$ cat config.mk
export PLATFORM = sky130hd
export DESIGN_NAME = rgb_hsv_color_threshold
export DESIGN_NICKNAME = d
export VERILOG_FILES = /design/src/sv/rhct_pkg.sv /design/src/sv/rhct_front.sv /design/src/sv/rhct_div.sv /design/src/sv/rhct_back.sv /design/src/sv/rgb_hsv_color_threshold.sv
export SDC_FILE = /design/constraint.sdc
export NUM_CORES = 1
export LEC_CHECK = 0
export ABC_AREA = 1
export BUFFER_PORTS_ARGS = -buffer_cell sky130_fd_sc_hd__buf_2
export CAP_MARGIN = 5
export CELL_PAD_IN_SITES_DETAIL_PLACEMENT = 0
export CELL_PAD_IN_SITES_GLOBAL_PLACEMENT = 1
export CORE_UTILIZATION = 35
export CTS_CLUSTER_DIAMETER = 120
export DETAILED_ROUTE_END_ITERATION = 10
export GPL_ROUTABILITY_DRIVEN = 0
export PLACE_DENSITY = 0.67
export SLEW_MARGIN = 10
export SYNTH_ARGS = -nofsm -noshare
export SYNTH_HDL_FRONTEND = slang
export SYNTH_SLANG_ARGS = --single-unit
$ cat constraint.sdc
create_clock -name clk_i -period 9.4 [get_ports clk_i]
set_input_delay 0 -clock clk_i [delete_from_list [all_inputs] [get_ports clk_i]]
set_output_delay 0 -clock clk_i [all_outputs]
set_load 0.05 [all_outputs]
$ cat src/sv/rhct_pkg.sv
// ----------------------------------------------------------------------------
// rhct_pkg
// Types, constants and helpers shared by the color threshold pipeline.
// ----------------------------------------------------------------------------
package rhct_pkg;

  localparam int Levels = 8;
  localparam int Steps  = Levels - 1;
  localparam int Half   = 255 / (2 * Steps);
  localparam int StepQ  = 255 / Steps;
  localparam int StepR  = 255 % Steps;
  localparam int QuotBits    = 9;
  localparam int BitsPerStep = 3;
  localparam int DivStages   = QuotBits / BitsPerStep;
  localparam int NumBits     = 17;
  localparam int RemBits     = 10;

  localparam logic [2:0] RegHueLow  = 3'd0;
  localparam logic [2:0] RegHueHigh = 3'd1;
  localparam logic [2:0] RegSatLow  = 3'd2;
  localparam logic [2:0] RegSatHigh = 3'd3;
  localparam logic [2:0] RegValLow  = 3'd4;
  localparam logic [2:0] RegValHigh = 3'd5;
  localparam logic [2:0] RegQuant   = 3'd6;

  typedef struct packed {
    logic [7:0] red;
    logic [7:0] green;
    logic [7:0] blue;
  } pix_t;

  typedef struct packed {
    logic [7:0] mask;
    logic [8:0] hue;
    logic [8:0] saturation;
    logic [7:0] brightness;
  } res_t;

  typedef struct packed {
    logic [8:0] hue_low;
    logic [8:0] hue_high;
    logic [8:0] sat_low;
    logic [8:0] sat_high;
    logic [7:0] val_low;
    logic [7:0] val_high;
    logic       quantize;
  } cfg_t;

  typedef struct packed {
    logic [8:0] red;
    logic [8:0] green;
    logic [8:0] blue;
  } chan_t;

  typedef struct packed {
    logic [RemBits-1:0]  rem;
    logic [QuotBits-1:0] num;
    logic [QuotBits-1:0] quot;
    logic [8:0]          div;
  } divw_t;

  typedef struct packed {
    divw_t      sat;
    divw_t      hue;
    logic       hue_neg;
    logic [8:0] hue_base;
    logic [8:0] vmax;
  } divd_t;

  // level k is reached once c*Steps >= 255*k; its rebuilt value is
  // floor(255*k/Steps) + Half, accumulated step by step
  function automatic logic [8:0] rebuild(input logic [7:0] c);
    int base;
    int rem;
    logic [8:0] r;
    base = 0;
    rem  = 0;
    r    = 9'(Half);
    for (int k = 1; k <= Steps; k++) begin
      base = base + StepQ;
      rem  = rem + StepR;
      if (rem >= Steps) begin
        base = base + 1;
        rem  = rem - Steps;
      end
      if (int'(c) * Steps >= 255 * k) r = 9'(base + Half);
    end
    return r;
  endfunction

endpackage

$ cat src/sv/rhct_front.sv
// ----------------------------------------------------------------------------
// rhct_front
// Optional channel quantization, then max/min and divider operand setup.
// ----------------------------------------------------------------------------
module rhct_front import rhct_pkg::*; (
  input  logic  clk_i,
  input  logic  rst_ni,
  input  logic  quantize_i,
  input  logic  valid_i,
  output logic  ready_o,
  input  pix_t  data_i,
  output logic  valid_o,
  input  logic  ready_i,
  output divd_t data_o
);

  logic  v1_q, v2_q, en1, en2;
  chan_t c_d, c_q;
  divd_t p_d, p_q;
  logic [8:0] vmax, vmin, delta, mag, vdiv;
  logic signed [9:0] diff;
  logic [16:0] hnum, snum;

  assign en2     = !v2_q || ready_i;
  assign en1     = !v1_q || en2;
  assign ready_o = en1;
  assign valid_o = v2_q;
  assign data_o  = p_q;

  always_comb begin
    if (quantize_i) begin
      c_d.red   = rebuild(data_i.red);
      c_d.green = rebuild(data_i.green);
      c_d.blue  = rebuild(data_i.blue);
    end else begin
      c_d.red   = {1'b0, data_i.red};
      c_d.green = {1'b0, data_i.green};
      c_d.blue  = {1'b0, data_i.blue};
    end
  end

  always_comb begin
    vmax = (c_q.red > c_q.green) ? c_q.red : c_q.green;
    if (c_q.blue > vmax) vmax = c_q.blue;
    vmin = (c_q.red < c_q.green) ? c_q.red : c_q.green;
    if (c_q.blue < vmin) vmin = c_q.blue;
    delta = vmax - vmin;
    if (c_q.red == vmax) begin
      diff = $signed({1'b0, c_q.green}) - $signed({1'b0, c_q.blue});
      p_d.hue_base = 9'd0;
    end else if (c_q.green == vmax) begin
      diff = $signed({1'b0, c_q.blue}) - $signed({1'b0, c_q.red});
      p_d.hue_base = 9'd120;
    end else begin
      diff = $signed({1'b0, c_q.red}) - $signed({1'b0, c_q.green});
      p_d.hue_base = 9'd240;
    end
    p_d.hue_neg = diff[9];
    mag  = diff[9] ? 9'(-diff) : diff[8:0];
    hnum = 17'(mag) * 17'd60;
    snum = {delta, 8'd0};
    vdiv = (vmax == 9'd0) ? 9'd1 : vmax;
    p_d.vmax = vmax;
    p_d.sat.rem  = {2'b00, snum[16:9]};
    p_d.sat.num  = snum[8:0];
    p_d.sat.quot = '0;
    p_d.sat.div  = vdiv;
    p_d.hue.rem  = {2'b00, hnum[16:9]};
    p_d.hue.num  = hnum[8:0];
    p_d.hue.quot = '0;
    p_d.hue.div  = (delta == 9'd0) ? 9'd1 : delta;
  end

  always_ff @(posedge clk_i or negedge rst_ni) begin
    if (!rst_ni) begin
      v1_q <= 1'b0;
      v2_q <= 1'b0;
    end else begin
      if (en1) v1_q <= valid_i;
      if (en2) v2_q <= v1_q;
    end
  end

  always_ff @(posedge clk_i) begin
    if (en1) c_q <= c_d;
    if (en2) p_q <= p_d;
  end

endmodule

$ cat src/sv/rhct_div.sv
// ----------------------------------------------------------------------------
// rhct_div
// Pipelined restoring divider, a few quotient bits per stage, for the
// saturation and hue quotients side by side.
// ----------------------------------------------------------------------------
module rhct_div import rhct_pkg::*; (
  input  logic  clk_i,
  input  logic  rst_ni,
  input  logic  valid_i,
  output logic  ready_o,
  input  divd_t data_i,
  output logic  valid_o,
  input  logic  ready_i,
  output divd_t data_o
);

  logic  [DivStages-1:0] v_q;
  logic  [DivStages-1:0] en;
  divd_t d_q [DivStages];
  divd_t d_d [DivStages];

  function automatic divw_t step(input divw_t w);
    divw_t o;
    logic [RemBits-1:0] t;
    o = w;
    for (int i = 0; i < BitsPerStep; i++) begin
      t = {o.rem[RemBits-2:0], o.num[QuotBits-1]};
      o.num = {o.num[QuotBits-2:0], 1'b0};
      if (t >= {1'b0, o.div}) begin
        o.rem  = t - {1'b0, o.div};
        o.quot = {o.quot[QuotBits-2:0], 1'b1};
      end else begin
        o.rem  = t;
        o.quot = {o.quot[QuotBits-2:0], 1'b0};
      end
    end
    return o;
  endfunction

  assign ready_o = en[0];
  assign valid_o = v_q[DivStages-1];
  assign data_o  = d_q[DivStages-1];

  for (genvar k = 0; k < DivStages; k++) begin : g_stage
    divd_t src;
    logic  vin;
    if (k == 0) begin : g_first
      assign src = data_i;
      assign vin = valid_i;
    end else begin : g_next
      assign src = d_q[k-1];
      assign vin = v_q[k-1];
    end
    if (k == DivStages - 1) begin : g_last
      assign en[k] = !v_q[k] || ready_i;
    end else begin : g_mid
      assign en[k] = !v_q[k] || en[k+1];
    end

    always_comb begin
      d_d[k]     = src;
      d_d[k].sat = step(src.sat);
      d_d[k].hue = step(src.hue);
    end

    always_ff @(posedge clk_i or negedge rst_ni) begin
      if (!rst_ni) begin
        v_q[k] <= 1'b0;
      end else if (en[k]) begin
        v_q[k] <= vin;
      end
    end

    always_ff @(posedge clk_i) begin
      if (en[k]) d_q[k] <= d_d[k];
    end
  end

endmodule

$ cat src/sv/rhct_back.sv
// ----------------------------------------------------------------------------
// rhct_back
// Hue sign and wrap, threshold tests and the output register.
// ----------------------------------------------------------------------------
module rhct_back import rhct_pkg::*; (
  input  logic  clk_i,
  input  logic  rst_ni,
  input  cfg_t  cfg_i,
  input  logic  valid_i,
  output logic  ready_o,
  input  divd_t data_i,
  output logic  valid_o,
  input  logic  ready_i,
  output res_t  data_o
);

  logic v_q, en;
  res_t r_d, r_q;
  logic signed [10:0] h;
  logic [8:0] hu, s;
  logic pass, hpass;

  assign en      = !v_q || ready_i;
  assign ready_o = en;
  assign valid_o = v_q;
  assign data_o  = r_q;

  always_comb begin
    if (data_i.hue_neg) begin
      h = $signed({2'b00, data_i.hue_base}) - $signed({2'b00, data_i.hue.quot});
    end else begin
      h = $signed({2'b00, data_i.hue_base}) + $signed({2'b00, data_i.hue.quot});
    end
    if (h < 0) h = h + 11'sd360;
    hu = h[8:0];
    s  = data_i.sat.quot;
    pass = (data_i.vmax >= {1'b0, cfg_i.val_low}) && (data_i.vmax <= {1'b0, cfg_i.val_high})
        && (s >= cfg_i.sat_low) && (s <= cfg_i.sat_high);
    if (cfg_i.hue_low < cfg_i.hue_high) begin
      hpass = (hu > cfg_i.hue_low) && (hu < cfg_i.hue_high);
    end else if (cfg_i.hue_low > cfg_i.hue_high) begin
      hpass = (hu > cfg_i.hue_low) || (hu < cfg_i.hue_high);
    end else begin
      hpass = 1'b0;
    end
    r_d.mask       = (pass && hpass) ? 8'd255 : 8'd0;
    r_d.hue        = hu;
    r_d.saturation = s;
    r_d.brightness = data_i.vmax[8] ? 8'd255 : data_i.vmax[7:0];
  end

  always_ff @(posedge clk_i or negedge rst_ni) begin
    if (!rst_ni) begin
      v_q <= 1'b0;
    end else if (en) begin
      v_q <= valid_i;
    end
  end

  always_ff @(posedge clk_i) begin
    if (en) r_q <= r_d;
  end

endmodule

$ cat src/sv/rgb_hsv_color_threshold.sv
// ----------------------------------------------------------------------------
// rgb_hsv_color_threshold
// RGB pixel to integer HSV with a threshold mask.
// ----------------------------------------------------------------------------
// One pixel request enters on the input channel (valid/ready) and one result
// (mask, hue, saturation, brightness) leaves on the output channel.
// The pipeline stages are quantize, max/min setup, three divider stages of
// three quotient bits each, then the threshold and output register.
// Throughput is one pixel per cycle while the receiver is ready; the six-stage
// pipeline with valid bits in every stage sets that figure.
// Each stage holds when its successor is full and stalled, so empty stages
// still fill while the receiver holds off; nothing is lost or repeated.
// Thresholds (cfg_we_i/cfg_idx_i/cfg_data_i) must be written only while the
// pipeline is empty (the block does not enforce it); unknown indexes ignored.
// Reset clears all valid bits and loads the default thresholds:
// hue 320..40 exclusive, saturation 127..255, value 95..255, quantize on.
// ----------------------------------------------------------------------------
module rgb_hsv_color_threshold import rhct_pkg::*; (
  input  logic       clk_i,
  input  logic       rst_ni,
  input  logic       cfg_we_i,
  input  logic [2:0] cfg_idx_i,
  input  logic [8:0] cfg_data_i,
  input  logic       in_valid_i,
  output logic       in_ready_o,
  input  pix_t       in_data_i,
  output logic       out_valid_o,
  input  logic       out_ready_i,
  output res_t       out_data_o
);

  cfg_t  cfg_q;
  logic  f_valid, f_ready, d_valid, d_ready;
  divd_t f_data, d_data;

  always_ff @(posedge clk_i or negedge rst_ni) begin
    if (!rst_ni) begin
      cfg_q.hue_low  <= 9'd320;
      cfg_q.hue_high <= 9'd40;
      cfg_q.sat_low  <= 9'd127;
      cfg_q.sat_high <= 9'd255;
      cfg_q.val_low  <= 8'd95;
      cfg_q.val_high <= 8'd255;
      cfg_q.quantize <= 1'b1;
    end else if (cfg_we_i) begin
      case (cfg_idx_i)
        RegHueLow:  cfg_q.hue_low  <= cfg_data_i;
        RegHueHigh: cfg_q.hue_high <= cfg_data_i;
        RegSatLow:  cfg_q.sat_low  <= cfg_data_i;
        RegSatHigh: cfg_q.sat_high <= cfg_data_i;
        RegValLow:  cfg_q.val_low  <= cfg_data_i[7:0];
        RegValHigh: cfg_q.val_high <= cfg_data_i[7:0];
        RegQuant:   cfg_q.quantize <= cfg_data_i[0];
        default: begin
        end
      endcase
    end
  end

  rhct_front u_front (
    .clk_i      (clk_i),
    .rst_ni     (rst_ni),
    .quantize_i (cfg_q.quantize),
    .valid_i    (in_valid_i),
    .ready_o    (in_ready_o),
    .data_i     (in_data_i),
    .valid_o    (f_valid),
    .ready_i    (f_ready),
    .data_o     (f_data)
  );

  rhct_div u_div (
    .clk_i   (clk_i),
    .rst_ni  (rst_ni),
    .valid_i (f_valid),
    .ready_o (f_ready),
    .data_i  (f_data),
    .valid_o (d_valid),
    .ready_i (d_ready),
    .data_o  (d_data)
  );

  rhct_back u_back (
    .clk_i   (clk_i),
    .rst_ni  (rst_ni),
    .cfg_i   (cfg_q),
    .valid_i (d_valid),
    .ready_o (d_ready),
    .data_i  (d_data),
    .valid_o (out_valid_o),
    .ready_i (out_ready_i),
    .data_o  (out_data_o)
  );

endmodule

* Yosys cells after proc, flatten, opt, wreduce, memory -nomap -nowiden
Memory sizes are Yosys's and may differ from the RTL's.
Cells that the tools add are included.
** Operators by class
- Add/subtract/negate cells :: 46
- Multipliers :: 4
- Magnitude comparators :: 56
- Equality and inequality tests :: 8
- Mux-type cells :: 93
- Reduce and logical (&&, ||, !) cells :: 28
** Operators by type and width (count)
- $mux 9 :: 42
- $ge 32x12->1 const B :: 9
- $mux 32 :: 7
- $ge 32x11->1 const B :: 6
- $ge 10x9->1 :: 16
- $add 32x3->32 const B :: 4
- $ge 32x4->1 const B :: 4
- $sub 9x9->9 :: 12
- $ge 32x10->1 const B :: 3
- $ge 32x9->1 const B :: 3
- $sub 32x4->32 const B :: 3
- $mux 10 :: 8
- $sub 10x9->10 :: 6
- $add 9x6->9 const B :: 5
- $sub 9x9->10 :: 4
- $add 9x2->9 const B :: 4
- $add 9x7->9 const B :: 4
- $gt 9x9->1 :: 4
- $lt 9x9->1 :: 4
- $mul 8x3->11 const B :: 3
- $mux 1 :: 26
- $mux 26 :: 1
- $mux 7 :: 3
- $eq 9x9->1 :: 2
- other kinds (23) :: 52
** Word-level totals
- Bits in registers :: 179
- Memory bits (writable) :: 261
- Input bits :: 41
- Output and inout port bits :: 36
- Word-level logic and storage cells :: 268
- Memories :: 1
** Memories
- u_div.d_q :: depth 3, width 87, read ports 3, clocked after memory_dff 0, wr ports 3, RTL line rhct_div.sv:19 : divd_t d_q [DivStages];

* Logic depth before layout (Yosys ltp)
Gate-level depths: netlist (run 1).
- Depth after elaboration :: 20
- Mapped depth :: 56
- Mapped depth without buffers :: 55

* Hierarchy
From an unflattened synthesis (run 1), not the netlist that was laid out.
** Unflattened totals
- Cells, all modules :: 3994
- Area, all modules :: 32751.4 µm²
** By module, submodules not included
- rhct_div :: instances 1, cells each 2032, area each 17304.1 µm², sequential area each 6711.4 µm²
- rhct_front :: instances 1, cells each 1215, area each 9527.9 µm², sequential area each 2452.4 µm²
- rhct_back :: instances 1, cells each 505, area each 3732.3 µm², sequential area each 835.8 µm²
- rgb_hsv_color_threshold :: instances 1, cells each 242, area each 2187.1 µm², sequential area each 1368.8 µm²

* Worst setup path after synthesis (run 1)
Ideal clock, no wire load.
- Path type :: reg2reg
- Start point :: reg u_front.c_q[18] (netlist name)
- End point :: reg u_front.p_q, in the netlist u_front.data_o[51] (data pin)
- Setup time :: 0.258 ns
- Arrival time :: 6.933 ns
- Data required time :: 9.142 ns
- Slack :: 2.210 ns
- Stages on the path, launching flop included :: 51
- Path buffers :: 2
- Period minus slack after synthesis :: 7.190 ns
- Cells stage by stage :: edfxtp_1 inv_1 ha_1 inv_1 fa_1 nand3_2 nand3_2 nand2_2 buf_6 nand2_1 nand2_2 inv_1 ha_1 nand2_1 inv_1 nand2_1 nand2_1 nand2_1 [... 15 more ...] or2_1 xor2_1 inv_1 fa_1 inv_1 fa_1 inv_1 ha_1 nand2_1 o21ai_0 a21oi_1 inv_1 a21oi_1 o21ai_0 a21oi_1 nor2_1 nor2_1 xnor2_1
** RTL lines
- start: declaration :: RTL line rhct_front.sv:18 : chan_t c_d, c_q;
- start signal: assignment :: RTL line rhct_front.sv:85 : if (en1) c_q <= c_d;
- end signal: assignment :: RTL line rhct_front.sv:86 : if (en2) p_q <= p_d;
- end: declaration :: RTL line rhct_front.sv:19 : divd_t p_d, p_q;

==> results by group, run 1 <==
Outcome
  – Status: complete, no violations

Synth
  – Post-synth top area share: ~30%
  – Cell count after synthesis: 2980
  – Synthesized area per cell: between 8 and 9 um2
  – Ys Warns: 0
  – FFs w/ async S/R, synth: around 19%
  – #FFs+latches synth: 318
  – Synth area leaders: edfxtp_1 30%, ha_1 16%, nand2_1 8.7%, inv_1 6.7%, o21ai_0 5.2%
  – Mapped cell area: 25640 um2
  – Cell taking the most area after synthesis: edfxtp_1
  – Seq/Total Area, Yosys: 36.25%
  – Main synth FF type: edfxtp_1
  – Post-synth cell types: 62
  – Number of synthesized flops with an enable pin: 259
  – Syn Nets: 3409

STA
  – Slew Limit Fails: 0
  – RSZ-0062 raised after global routing: false
  – Fmax: between 0.1 and 0.15 GHz
  – Worst slew margin: 41.10%
  – Final Setup Violations: 0
  – Final Hold Vio Count: 0
  – WHS: 0.08553 ns
  – Final min period: 8.414 ns
  – Worst Skew: 0.02846 ns
  – Period utilization: about nine tenths
  – Setup TNS: 0 ns
  – Worst-margin pin slew: 0.8802 ns

Worst setup path
  – Worst flop-to-flop path startpoint: u_front.c_q[15]
  – FF-to-FF End: u_front.data_o[51]
  – Crit start category: register
  – Worst Setup EP: u_front.data_o[51]
  – R2R setup slack: 0.99 ns
  – Critical path launch point: u_front.c_q[15]
  – Most Frequent Cell on Critical Path: nand2_1
  – Critical path required time: 9.71 ns
  – Crit path kind: register to register
  – Worst Path Arrival: just under 9 ns
  – Reg2Reg Depth: 48
  – Crit path max fanout: 17
  – Max incr delay on CP: 0.52 ns
  – CP Capture Type: register
  – Slowest-stage cell, CP: fa_1

Clocking
  – Num CTS Buffers: 38
  – Clock Pin Slew Worst Setup and Hold Paths: 0.06 ns
  – CTS Sinks: 318
  – CTS tree: yes
  – Clk Latency, worst-skew pair: 0.57 ns
  – Root Driver: clkbuf_16
  – Clock buffer depth: 3
  – Post-CTS setup buffers: 0
  – H-tree depth: 2

GRT
  – Initial antenna violation count: 0
  – First-pass GRT wire length: 100000 um
  – Vias in the first global route: 19810
  – Largest net degree at the start of global routing: 64
  – Total GRT Usage: 16.60%
  – GR Overflow Total: 0

Floorplanning
  – Die Width: approximately 270 um
  – DIE HEIGHT: 272.7 um
  – Die ar.: 74350 um2
  – Starting density of the core: 35.63%
  – Row Count: 98
  – Core area: 71980 um2
  – IO Pins: 77

Min path
  – Worst Hold Launch: in_data_i[9]
  – Worst hold path class: primary input to register
  – Hold depth: 3

Detailed routing
  – Drt first pass iters: 5
  – Total number of vias: around 20000
  – Via density: 4.905
  – Drt wl/cell: between 15 and 20 um
  – DRC violations left: 0
  – DRT Wirelength: 61320 um
  – 1st-iter DRT viols: just over 1000
  – Post-route ant nets: 0

Placement
  – Dpl hpwl: approximately 50000 um
  – Buffers added on ports: 76

Finish
  – Diodes inserted: 0
  – Commonest non-fill, non-tap cell in the layout: nand2_1
  – Most frequent cells in the layout: 591 x nand2_1, 457 x inv_1, 336 x ha_1, 266 x o21ai_0, 259 x edfxtp_1
  – Nets@finish: ~3500
  – Synthesis-to-layout area growth: 11.84%
  – Layout cells sized above 1: 8.432%

Run
  – Max-cap violations: 0
## worst min-delay path by stage
stage,end,slack (ns)
3_5_place_dp,cfg_q[43],0.23
4_1_cts,u_front.c_q[10],0.06
2_1_floorplan,cfg_q[14],-0.30
6_report,u_front.c_q[10],0.09
3_3_place_gp,cfg_q[43],0.22
5_1_grt,u_front.c_q[10],0.07
## what timing repair did
item / 4_1_cts / 5_1_grt
gates resized for setup: 0 / 3
hold buffers: 36 / 0
endpoints found under the setup margin: 0 / 4
endpoints found under the hold margin: 101 / 0
## cell families (layout without fill, tap and decap cells)
kind of cell               after synthesis  in the layout  share of synthesized area, %
and+or+nand+nor                        997            997                         16.87
AOI/OAI and AO/OA                      598            598                         12.98
buffers and inverters                  514            665                         7.787
adders and majority gates              388            388                         20.45
DFF                                    318            318                         36.25
xor gates and xnor gates               162            162                         5.533
muxes                                    3              3                        0.1269
## critical path: cells and delay by family (launching register included)
family	cells	cell delay [ns]
xor+xnor	2	0.34
buf+inv	9	0.77
fa+ha+maj	6	2.24
simple gates	25	3.40
flops	1	0.47
compound gates	6	0.92
## synth_stat cells (all sizes together) (4+ instances only)
cell type / number
a221o: 6
o21bai: 24
nor3: 26
buf: 15
o21ai: 270
nand2: 611
xnor2: 51
clkinv: 4
ha: 336
edfxtp: 259
o31ai: 10
fa: 52
o21a: 7
a31oi: 11
a221oi: 8
dfstp: 34
nand3: 145
inv: 468
nor2: 156
nand4: 23
and2: 5
a211oi: 7
dfrtp: 25
or2: 21
a21o: 13
o22ai: 4
o211ai: 8
xor2: 111
clkbuf: 27
a21oi: 210
nand3b: 5
## state kept, by name, indices dropped and copies added, names as in the netlist
signal and cells:
u_front.valid_o 1, u_back.data_o 27, u_div.valid_o 1, cfg_q 53, u_back.valid_o 1, u_front.c_q 27, u_div.d_q 152, u_front.v1_q 1
u_div.g_stage.vin 2, u_front.data_o 53
## through the flow
| step | instance area, um2 | std cells | utilization, % | setup slack (ns) |
|---|---|---|---|---|
| finish | 28680 | 4081 | 39.85 | 0.9863 |
| global route | 28680 | 4081 | 39.85 | 0.1654 |
| CTS | 28670 | 4081 | 39.83 | 0.4350 |
| detailed placement | 27070 | 3975 | 37.61 | 0.4679 |
| global placement | 27070 | 3975 | 37.61 | 0.7252 |
| floorplan | 25640 | 2980 | - | 2.210 |
## area by class of cell
type                    count  area (um2)
clock inverters            26       232.7
fillers                  7136       43300
repair buffers            123       823.3
well taps                 950        1189
multi-input cells        2148       14360
clock buffers              44        1005
flip-flops and latches    318        9296
inverters                 472        1772
## layer usage
| layer | vias up | track usage (%) | part of all wire, % |
|---|---|---|---|
| met1 | 9329 | 21.15 | 46 |
| met5 | - | 0 | 0 |
| met2 | 312 | 29.23 | 48 |
| li1 | 10290 | - | - |
| met4 | 0 | 4.834 | 2.6 |
| met3 | 86 | 2.047 | 3.2 |
Power of run 1 is left out: the tool's default activity adds up to more than one toggle a clock period on the data nets, which glitch-free logic cannot reach.
==> run 2: changes to the inputs <==
--- a/config.mk
+++ b/config.mk
@@ -14,6 +14,7 @@
 export CTS_CLUSTER_DIAMETER = 120
 export DETAILED_ROUTE_END_ITERATION = 10
 export GPL_ROUTABILITY_DRIVEN = 0
+export GPL_TIMING_DRIVEN = 0
 export PLACE_DENSITY = 0.67
 export SLEW_MARGIN = 10
 export SYNTH_ARGS = -nofsm -noshare
==> run 2 against run 1 <==
Effect of this change:
- via count is 1.7% higher
- clock-buffer cell count grew 11
- global-route usage increased by 0.25 points
==> results by group, run 2 (synthesized netlist as in run 1, its figures left out) <==
Outcome
  – Status: complete, no violations

Finish
  – Filler cell count: 7187 (+0.71%)
  – Layout Cells excl Fill: 4125 (+1.1%)
  – Synthesis-to-layout area growth: 13.13%
  – Multi-input logic area: 14350 um2 (about the same)
  – Core Util, Final: 40.30% (+0.46 points)
  – Commonest non-fill, non-tap cell in the layout: nand2_1
  – Reg with most FFs: u_div.d_q
  – Largest register FFs: 152 (unchanged)
  – Nets@finish: 3573 (+1.2%)
  – Sequential Area: 9296 um2 (unchanged)
  – Most frequent cells in the layout: 591 x nand2_1, 455 x inv_1, 336 x ha_1, 266 x o21ai_0, 259 x edfxtp_1
  – Diodes inserted: 0 (unchanged)
  – Layout cells sized above 1: 8.441% (+0.0091 points)

GRT
  – GR Overflow Total: 0 (unchanged)
  – Largest net degree at the start of global routing: 60 (-6.3%)
  – Total GRT Usage: 16.85% (+0.25 points)
  – First-pass GRT wire length: 101700 um (+1.7%)
  – Initial antenna violation count: 0 (unchanged)
  – Vias in the first global route: 20350 (+2.7%)

Clocking
  – Root Driver: clkbuf_16
  – Clock Pin Slew Worst Setup and Hold Paths: 0.06 ns (about the same)
  – Clock buffer depth: 3 (unchanged)
  – Resized cells post-CTS: 0 (unchanged)
  – CTS tree: yes
  – H-tree depth: 2 (unchanged)
  – Num CTS Buffers: 40 (+5.3%)
  – CTS Sinks: 318 (unchanged)
  – Clk Latency, worst-skew pair: 0.57 ns (about the same)

Worst setup path
  – CP Capture Type: register
  – Most Frequent Cell on Critical Path: nand2_1
  – Crit start category: register
  – Max incr delay on CP: 0.51 ns (about the same)
  – Buf+Inv Stages, Crit Path: 9 (unchanged)
  – Crit path max-delay family: simple AND/OR/NAND/NOR gates
  – Slowest-stage cell, CP: fa_1
  – Worst Path Arrival: 8.83 ns (+0.11 ns)
  – Crit path kind: register to register
  – Crit path max fanout: 10 (-7)
  – Critical path required time: 9.69 ns (-0.02 ns)

Floorplanning
  – DIE HEIGHT: 272.7 um (unchanged)
  – Die Width: 272.7 um (unchanged)
  – Core area: 71980 um2 (unchanged)
  – Row Count: 98 (unchanged)
  – IO Pins: 77 (unchanged)
  – Die ar.: 74350 um2 (unchanged)
  – Starting density of the core: 35.63% (unchanged)

STA
  – Final Setup Violations: 0 (unchanged)
  – Setup TNS: 0 ns (unchanged)
  – Final Hold Vio Count: 0 (unchanged)
  – Period utilization: 90.91% (+1.4 points)
  – Fmax: 0.1170 GHz (-1.5%)
  – Final min period: 8.546 ns (+0.1322 ns)
  – Worst Skew: 0.03480 ns (+0.006336 ns)
  – Worst-margin pin slew: 1.142 ns (+0.2619 ns)
  – Worst slew margin: 23.39% (-18 points)
  – RSZ-0062 raised after global routing: false
  – Slew Limit Fails: 0 (unchanged)
  – WHS: 0.07325 ns (-0.01228 ns)

Min path
  – Worst hold path class: primary input to async pin

Detailed routing
  – 1st-iter DRT viols: 1152 (+13%)
  – DRT Wirelength: 62330 um (+1.6%)
  – DRC violations left: 0 (unchanged)
  – Drt wl/cell: 15.11 um (+0.55%)
  – Post-route ant nets: 0 (unchanged)
  – Drt first pass iters: 5 (unchanged)
  – Total number of vias: 20360 (+1.7%)
  – Via density: 4.935 (+0.62%)

Run
  – Max-cap violations: 0 (unchanged)

Placement
  – Post-Place Cells: 4009 (+0.86%)
  – Dpl hpwl: 50400 um (+2.1%)
  – Buffers added on ports: 76 (unchanged)
[run 2: repair_timing]
item	in CTS	in global routing
setup buffers	0	0
hold buffers	43	0
endpoints found under the hold margin	137	0
[run 2: per-stage QoR]
step | setup WS, ns | area (um2)
after CTS | 0.8097 | 29010
after detailed placement | 0.8696 | 27270
final | 0.8541 | 29010
after floorplan | 2.210 | 25640
after global placement | 0.8818 | 27210
after global routing | 0.1255 | 29010
[run 2: layer usage]
layer / up-vias / global-route usage (%) / share of wire, % / wire length (um)
li1: 10370 / - / - / -
met1: 9552 / 21.33 / 46 / 28730
met2: 341 / 29.90 / 48 / 30150
met3: 92 / 1.643 / 2.9 / 1798
met4: 0 / 5.514 / 2.6 / 1643
met5: - / 0 / 0 / 0
[run 2: final cells by class]
| cell class | count | share of cell area (%) |
|---|---|---|
| multi-input cells | 2148 | 49.48 |
| flip-flops and latches | 318 | 32.05 |
| inverters | 472 | 6.107 |
| well taps | 950 | 4.097 |
| clock buffers | 55 | 3.895 |
| repair buffers | 122 | 3.011 |
| plain buffers | 42 | 0.7764 |
| clock inverters | 18 | 0.5909 |
[run 2: path summary, 6_finish.rpt]
| path | startpoint | endpoint | slack, ns | cells after the start |
|---|---|---|---|---|
| setup / recovery | u_front.c_q[16] | u_front.data_o[51] | 0.85 | 48 |
| hold / removal | rst_ni | cfg_q[33] | 0.07 | 2 |
| setup reg to reg | u_front.c_q[16] | u_front.data_o[51] | 0.85 | 48 |
| hold reg to reg | u_div.d_q[0][119] | u_div.d_q[0][209] | 0.40 | 0 |
| max in group asynchronous | rst_ni | u_front.valid_o | 8.80 | 2 |
| min in group clk_i | in_valid_i | u_front.v1_q | 0.32 | 4 |
[run 2: worst reg2reg max path, delay by kind of cell, from the launching register on]
family	cells	cell delay, ns
compound gates	7	1.15
fa+ha+maj	6	2.33
xor+xnor	2	0.35
flops	1	0.49
simple gates	24	2.97
buf+inv	9	0.97
Power of run 2 is left out for the same reason.
